### src/design/mtsw_pkg.sv
// Package for the multi-target string waiter: sizes, codes and item types.
// No dependencies.
`timescale 1ns / 1ps

package mtsw_pkg;

  localparam int NUM_TARGETS = 4;
  localparam int MAX_LEN     = 8;

  localparam int NUM_CHAR_REGS = 4;
  localparam int WIN_BYTES     = 8;
  localparam int TGT_CNT = (NUM_TARGETS < NUM_CHAR_REGS) ? NUM_TARGETS : NUM_CHAR_REGS;
  localparam int LEN_CAP = (MAX_LEN < WIN_BYTES) ? MAX_LEN : WIN_BYTES;

  localparam logic [1:0] OP_BYTE  = 2'd0;
  localparam logic [1:0] OP_TICK  = 2'd1;
  localparam logic [1:0] OP_BEGIN = 2'd2;

  localparam logic [1:0] ST_WAITING = 2'd0;
  localparam logic [1:0] ST_MATCHED = 2'd1;
  localparam logic [1:0] ST_TIMEOUT = 2'd2;
  localparam logic [1:0] ST_IDLE    = 2'd3;

  localparam logic [2:0] CFG_CHARS_A = 3'd0;
  localparam logic [2:0] CFG_CHARS_B = 3'd1;
  localparam logic [2:0] CFG_CHARS_C = 3'd2;
  localparam logic [2:0] CFG_CHARS_D = 3'd3;
  localparam logic [2:0] CFG_LENGTHS = 3'd4;
  localparam logic [2:0] CFG_TIMEOUT = 3'd5;

  typedef logic [NUM_CHAR_REGS-1:0][63:0] chars_t;

  typedef struct packed {
    logic [1:0] operation;
    logic [7:0] rx_byte;
  } item_t;

  typedef struct packed {
    logic [1:0] wait_status;
    logic [1:0] match_index;
  } result_t;

  typedef struct packed {
    logic       hit;
    logic [1:0] index;
  } match_t;

endpackage

### src/design/mtsw_match.sv
// Parallel tail compare of the character window against all enabled targets.
// Depends on mtsw_pkg.
`timescale 1ns / 1ps

module mtsw_match (
  input  logic [63:0]     window,
  input  mtsw_pkg::chars_t chars,
  input  logic [15:0]     lengths,
  output mtsw_pkg::match_t match
);
  import mtsw_pkg::*;

  logic [TGT_CNT-1:0] hit;

  always_comb begin
    logic [3:0] len;
    logic       all_eq;
    for (int i = 0; i < TGT_CNT; i++) begin
      len    = lengths[4*i +: 4];
      all_eq = 1'b1;
      for (int k = 0; k < WIN_BYTES; k++) begin
        if ((4'(k) < len) && (window[8*k +: 8] != chars[i][8*k +: 8])) begin
          all_eq = 1'b0;
        end
      end
      hit[i] = (len != 4'd0) && (len <= 4'(LEN_CAP)) && all_eq;
    end
  end

  // lowest index wins
  always_comb begin
    match = '0;
    for (int i = TGT_CNT - 1; i >= 0; i--) begin
      if (hit[i]) begin
        match.hit   = 1'b1;
        match.index = 2'(i);
      end
    end
  end

endmodule

### src/design/multi_target_string_waiter.sv
// Multi-target string waiter: input register, one pass of compare logic, result register.
// An accepted item waits in the input register; its result is registered once the output can advance.
// Throughput: one item per cycle unless a stalled result blocks it; shift and compare are combinational.
// Reset (rst, synchronous, active high): empty pipeline, no wait active, window,
// tick count and all configuration registers cleared to zero.
`timescale 1ns / 1ps

module multi_target_string_waiter (
  input  logic              clk,
  input  logic              rst,
  input  logic              item_valid,
  output logic              item_stall,
  input  mtsw_pkg::item_t   item,
  output logic              result_valid,
  input  logic              result_stall,
  output mtsw_pkg::result_t result,
  input  logic              cfg_valid,
  output logic              cfg_ready,
  input  logic [2:0]        cfg_index,
  input  logic [63:0]       cfg_data
);
  import mtsw_pkg::*;

  chars_t      target_chars;
  logic [15:0] target_lengths;
  logic [15:0] timeout_ticks;

  logic [63:0] char_window, char_window_next;
  logic [15:0] tick_count, tick_count_next, tick_inc;
  logic        waiting, waiting_next;

  logic        stage_valid;
  item_t       stage_item;
  logic        advance;
  logic        load;
  logic        fire;
  logic [63:0] shifted;
  match_t      match;
  result_t     res_next;

  assign cfg_ready  = 1'b1;
  assign advance    = !result_valid || !result_stall;
  assign item_stall = stage_valid && !advance;
  assign load       = item_valid && !item_stall;
  assign fire       = stage_valid && advance;

  always_ff @(posedge clk) begin
    if (rst) begin
      target_chars   <= '0;
      target_lengths <= '0;
      timeout_ticks  <= '0;
    end else if (cfg_valid && cfg_ready) begin
      case (cfg_index)
        CFG_CHARS_A: target_chars[0] <= cfg_data;
        CFG_CHARS_B: target_chars[1] <= cfg_data;
        CFG_CHARS_C: target_chars[2] <= cfg_data;
        CFG_CHARS_D: target_chars[3] <= cfg_data;
        CFG_LENGTHS: target_lengths  <= cfg_data[15:0];
        CFG_TIMEOUT: timeout_ticks   <= cfg_data[15:0];
        default: ;
      endcase
    end
  end

  assign shifted = {char_window[55:0], stage_item.rx_byte};

  mtsw_match u_match (
    .window  (shifted),
    .chars   (target_chars),
    .lengths (target_lengths),
    .match   (match)
  );

  assign tick_inc = (tick_count == 16'hFFFF) ? tick_count : tick_count + 16'd1;

  always_comb begin
    char_window_next = char_window;
    tick_count_next  = tick_count;
    waiting_next     = waiting;
    res_next         = '0;
    res_next.wait_status = ST_WAITING;
    if (stage_item.operation == OP_BEGIN) begin
      char_window_next = '0;
      tick_count_next  = '0;
      waiting_next     = 1'b1;
    end else if (!waiting) begin
      res_next.wait_status = ST_IDLE;
    end else begin
      case (stage_item.operation)
        OP_BYTE: begin
          char_window_next = shifted;
          if (match.hit) begin
            waiting_next         = 1'b0;
            res_next.wait_status = ST_MATCHED;
            res_next.match_index = match.index;
          end
        end
        OP_TICK: begin
          tick_count_next = tick_inc;
          if ((timeout_ticks != 16'd0) && (tick_inc >= timeout_ticks)) begin
            waiting_next         = 1'b0;
            res_next.wait_status = ST_TIMEOUT;
          end
        end
        default: ;
      endcase
    end
  end

  always_ff @(posedge clk) begin
    if (rst) begin
      stage_valid  <= 1'b0;
      result_valid <= 1'b0;
      char_window  <= '0;
      tick_count   <= '0;
      waiting      <= 1'b0;
    end else begin
      if (load) begin
        stage_valid <= 1'b1;
      end else if (advance) begin
        stage_valid <= 1'b0;
      end
      if (advance) begin
        result_valid <= stage_valid;
      end
      if (fire) begin
        char_window <= char_window_next;
        tick_count  <= tick_count_next;
        waiting     <= waiting_next;
      end
    end
  end

  always_ff @(posedge clk) begin
    if (load) begin
      stage_item <= item;
    end
    if (fire) begin
      result <= res_next;
    end
  end

endmodule

### config.mk
export PLATFORM = sky130hd
export DESIGN_NAME = multi_target_string_waiter
export DESIGN_NICKNAME = d
export VERILOG_FILES = /design/src/design/mtsw_pkg.sv /design/src/design/mtsw_match.sv /design/src/design/multi_target_string_waiter.sv
export SDC_FILE = /design/constraint.sdc
export NUM_CORES = 1
export LEC_CHECK = 0
export BUFFER_PORTS_ARGS = -buffer_cell sky130_fd_sc_hd__buf_2
export CORE_MARGIN = 10
export CORE_UTILIZATION = 49
export CTS_CLUSTER_SIZE = 20
export DETAILED_ROUTE_END_ITERATION = 8
export PLACE_DENSITY_LB_ADDON = 0.3
export SETUP_SLACK_MARGIN = 0.2
export SLEW_MARGIN = 20
export SYNTH_ARGS = -nofsm -noshare
export SYNTH_HDL_FRONTEND = slang
export SYNTH_HIERARCHICAL = 1
export SYNTH_SLANG_ARGS = --single-unit
### constraint.sdc
create_clock -name clk -period 3.61 [get_ports clk]
set_clock_uncertainty 0.05 [all_clocks]
set_input_delay 0.1805 -clock clk [delete_from_list [all_inputs] [get_ports clk]]
set_output_delay 0.1805 -clock clk [all_outputs]
set_load 0.02 [all_outputs]
## After elaboration in Yosys (flattened, before gate mapping)

Index checks and enable logic that the tools add are counted.

| cells by class | value |
|---|---|
| $add $sub $neg | 1 |
| multipliers | 0 |
| div/mod/pow operators | 0 |
| magnitude comparators | 37 |
| equality and inequality tests | 40 |
| shifts and indexed selects | 0 |
| mux-type cells | 54 |
| bitwise logic cells | 3 |
| reduce and logical (&&, ||, !) cells | 70 |

Operator list:

| kind | number |
|---|---|
| $ne A8 B8 Y1 | 32 |
| $mux W56 | 3 |
| $lt A3 B4 Y1 const A | 16 |
| $mux W16 | 4 |
| $logic_and A1 B1 Y1 | 44 |
| $mux W1 | 38 |
| $lt A1 B4 Y1 const A | 8 |
| $lt A2 B4 Y1 const A | 8 |
| $add A16 B1 Y16 const B | 1 |
| $eq A16 B16 Y1 const B | 1 |
| $ge A16 B16 Y1 | 1 |
| $le A4 B4 Y1 const B | 4 |
| $reduce_bool A16 Y1 | 1 |
| $reduce_bool A4 Y1 | 4 |
| $mux W3 | 5 |
| $reduce_and A2 Y1 | 6 |
| $reduce_bool A2 Y1 | 4 |
| $eq A3 B2 Y1 const B | 2 |
| $eq A3 B3 Y1 const B | 2 |
| $reduce_and A3 Y1 | 2 |
| $reduce_or A6 Y1 | 1 |
| $reduce_or A5 Y1 | 1 |
| $logic_not A1 Y1 | 4 |
| $mux W2 | 2 |
| 9 further kinds | 11 |

| word-level totals | value |
|---|---|
| flip-flop bits (word level) | 377 |
| latch bits | 0 |
| bits in writable memories | 0 |
| ROM bits | 0 |
| input port bits | 82 |
| output and inout port bits | 7 |
| logic and storage cells | 221 |
| memories kept | 0 |

## Logic depth before layout (Yosys ltp)

| depth | value |
|---|---|
| depth in word-level cells | 19 |
| gate-level depth with buffers | 15 |
| mapped depth without buffers | 12 |

## Cells and area by module

Netlist, hierarchy kept.

Modules (own cells, without submodules):

| module | times used | cells each | area an instance (um^2) | sequential area each (um^2) |
|---|---|---|---|---|
| multi_target_string_waiter | 1 | 1758 | 14237.4 | 7687.4 |
| mtsw_match | 1 | 407 | 3154.3 | 0.0 |

## Worst setup path before layout

Ideal clock, no wire load.

| timing path | value |
|---|---|
| path kind | reg2reg |
| start | register tick_count[0] |
| end | register result[3] (netlist bit) (data pin) |
| setup time | 0.146 ns |
| data arrival time | 3.039 ns |
| required time | 3.414 ns |
| setup slack | 0.375 ns |
| stages on the path, launching flop included | 15 |
| buffers on the path | 2 |
| clock period less this slack | 3.235 ns |
| cells stage by stage | dfxtp_1 > ha_1 > buf_2 > and4_1 > and3_2 > a21oi_4 > buf_6 > nand3_1 > xnor2_1 > ha_1 > and4_1 > nand2_1 > or4_1 > a41o_1 > a21oi_1 |

| between the ends | value |
|---|---|
| word-level cells in the longest chain between the ends | 7 |
| elaborated cells on any way between the ends | 8 |
| classes of those cells | add/sub (1); order compare (1); eq/ne (1); mux (4); reduce/logical (1) |

RTL lines:

| what | line | RTL |
|---|---|---|
| from (decl) | multi_target_string_waiter.sv:29 | `logic [15:0] tick_count, tick_count_next, tick_inc;` |
| from (signal assigned) | multi_target_string_waiter.sv:128 | `tick_count <= tick_count_next;` |
| $add A16 B1 Y16 / $eq A16 B16 Y1 (equally long branches) | multi_target_string_waiter.sv:74 | `assign tick_inc = (tick_count == 16'hFFFF) ? tick_count : tick_count + 16'd1;` |
| $mux W16 * | multi_target_string_waiter.sv:74 |  |
| $ge A16 B16 Y1 * | multi_target_string_waiter.sv:100 | `if ((timeout_ticks != 16'd0) && (tick_inc >= timeout_ticks)) begin` |
| $logic_and A1 B1 Y1 * | multi_target_string_waiter.sv:100 |  |
| $mux W2 * | multi_target_string_waiter.sv:100 |  |
| $pmux W2 S2 * | multi_target_string_waiter.sv:89 | `case (stage_item.operation)` |
| $mux W2 * | multi_target_string_waiter.sv:86 | `end else if (!waiting) begin` |
| to (signal assigned) | multi_target_string_waiter.sv:139 | `result <= res_next;` |
| to (decl) | multi_target_string_waiter.sv:16 | `output mtsw_pkg::result_t result,` |

Every way passes the cells marked *; elsewhere a longest branch is shown, timed or not.
A chain may end at the register's enable or synchronous reset.

==> reports/results.ini <==
[cts]
cts_buffers=40
tritoncts=done
clk_pin_slew_ns=0.06
clock_latency_ns=0.53
root_buffer=clkbuf_16
cts_max_path_buffers=3
cts-htree-levels=2
cts_sinks=377

[pwr]
power.share.combinational_pct=8.1
vdd_ir_drop_max_v=0.0003531
power_frac_seq_pct=47.9
leakage_uw=0.007487
cellPowerDensity_nw_per_um2=442.0
p_int_uw=6864
switching_share_pct=24.02
switchingPower_uw=2170
clkPwrFrac_pct=44.1

[synthesis]
synth_most_common_cell=nand2_1
seq_area_frac_synth_pct=44.20
synth_edf_count=14
async_reset_ff_share_pct=0
synth_cell_type_count=72
syn_inst=2165
synth_seq_cells=377
synth.cell_area_um2=17390
synth.avg_cell_area_um2=8.033
synth_top_cells_by_area=dfxtp_1 42%, nand2_1 14%, a21oi_1 11%
synth_common_cells=668 x nand2_1, 368 x a21oi_1, 363 x dfxtp_1, 161 x xnor2_1, 107 x xor2_1
synth_top_area_cell=dfxtp_1
yosysTopAreaCellShare_pct=41.78
syn-num-nets=2267
synth_ff_type=dfxtp_1
yosys_warnings=6

[hold_path]
hold_path_class=input port to flop

[layout]
fin_cells=2780
final_util_pct=58.73
n_antenna_cell=0
areaGrowthSynthToFinish_pct=17.50
multi_input_area_um2=9130
nets=2397
drive_gt1_share_pct=10.15
seq_area_um2=7690
fillers=3121

[placement]
gp_congestion=0.8605
io_buffers=87
place_inst=2627
place_hpwl_um=32470

[setup_path]
path_cells=buf_4, xor2_1, nor4_1, nand4_1, a2111oi_0, a31oi_1, a211o_1, nand3b_1, nand2_1, o21ai_0, and4b_1, a2111oi_0
crit_path_top_delay_cell=nor4_1
startpoint_type=flop
cp_common_cell=a2111oi_0
end_kind=flop
arrival_ns=3.66
path_class=flop to flop
crit_path_max_fanout=4
required_ns=3.92
cpPeakStageDelay_ns=0.62

[timing]
period_needed_ns=3.348
clock.fmax_mhz=298.7
rsz0062_at_grt=no
slew_headroom_pct=26.70
maxSlewViolCount=0
setup_viol=0
hold_viol=0
timing.final.crit_share_pct=92.75
setup_tns_ns=0
worstMarginPinSlew_ns=1.099

[grt]
grt_pass1_wl_um=80740
gr-usage-all-layers_pct=22.28
antenna_found_initial=1
grt_max_degree=204
overflow=0
grt_pass1_vias=15028

[floorplanning]
rows=68
dieArea_um2=43430
core-area_um2=34800
chipWidth_um=208.4
start_util_pct=49.98
dieHeight_um=208.4
ioPinCount=89

[route]
drc_errors=0
drtAntennaViolNets=0
vias=15389
first_pass_iters=6
drt_iter0_drc=1238
routed_wl_um=50590
wl_per_cell_um=18.20
vias_per_cell=5.536

[run]
cap_violations=0

[outcome]
status=finished clean

path summary, 6_finish.rpt:
kind	from	slack (ns)	cells past startpoint	end
setup / recovery	shifted[7]	0.26	12	waiting
setup reg to reg	shifted[7]	0.26	12	waiting
hold reg to reg	target_chars[74]	0.42	2	target_chars[74]
hold / removal	cfg_index[0]	0.26	5	target_chars[132]
repair_timing:
item / in CTS / in global routing
buffers inserted: 0 / 3
gates resized for setup: 1 / 13
setup endpoints to repair: 1 / 5
endpoints found under the hold margin: 305 / 0
pin swaps: 0 / 2
hold buffers: 78 / 0
cloned: 0 / 0
area by class of cell:
cell class              instances  area share, %
flip-flops and latches        377          37.63
clock inverters                17         0.5633
clock buffers                  55          5.670
repair buffers                216          8.180
well taps                     455          2.786
inverters                      27         0.4959
multi-input cells            1633          44.68
critical path: cells and delay by family (launching register included):
kind / cells / cell delay (ns)
XOR/XNOR: 1 / 0.16
buffers and inverters: 1 / 0.20
flip-flops: 1 / 0.43
AND/OR/NAND/NOR: 5 / 1.31
AO/OA/AOI/OAI: 5 / 1.02
through the flow:
stage	area (um^2)	power, uW	worst slack [ns]	hold WS (ns)
after floorplan	17390	4777	0.3746	0.2294
after global placement	18290	5041	0.2745	0.3071
after detailed placement	18300	5053	0.2036	0.3096
after CTS	20350	9061	0.2057	0.2464
after global routing	20440	9333	0.2004	0.2874
final	20440	9033	0.2616	0.2637
kinds of logic after synthesis:
| kind of cell | synth area share, % |
|---|---|
| mux | 0.1510 |
| other cells | 0.02156 |
| xor+xnor | 13.50 |
| buf+inv | 3.842 |
| simple gates | 22.91 |
| compound gates | 13.94 |
| fa+ha+maj | 1.439 |
| flops | 44.20 |
metal layers:
metal	up-vias	share of wire, %	track usage [%]
met4	2	2.5	6.501
met1	7339	43	28.13
met3	99	5.6	3.669
met5	-	0.026	0
li1	7507	-	-
met2	442	49	38.12
placed cells by master (no fill, tap or decap), types with 13 or more instances in the layout:
cell type,Yosys,layout
a21oi_1,368,368
buf_2,39,86
buf_4,2,46
clkbuf_16,0,41
clkinv_2,0,13
dfxtp_1,363,361
dlygate4sd3_1,0,78
edfxtp_1,14,14
ha_1,20,20
inv_1,27,27
nand2_1,668,664
nand3b_1,57,57
nand4_1,45,45
nor2_1,20,20
nor4_1,35,32
o21ai_0,14,14
xnor2_1,161,161
xor2_1,107,107
flip-flops by register name, indices dropped and copies added, names as in the netlist:
register and flops:
tick_count 16, result 4, waiting 1, timeout_ticks 16, stage_valid 1, result_valid 1
char_window 56, target_lengths 16, shifted 8, target_chars 256, stage_item 2
power by group through the flow:
stage | Combinational (uW) | Clock [uW] | Sequential (uW)
floorplan | 365 | 0 | 4410
finish | 727 | 3980 | 4330
global route | 783 | 4220 | 4330
detailed placement | 635 | 0 | 4420
CTS | 705 | 4030 | 4330
global placement | 627 | 0 | 4410
Power figures use the tool's default switching activity.
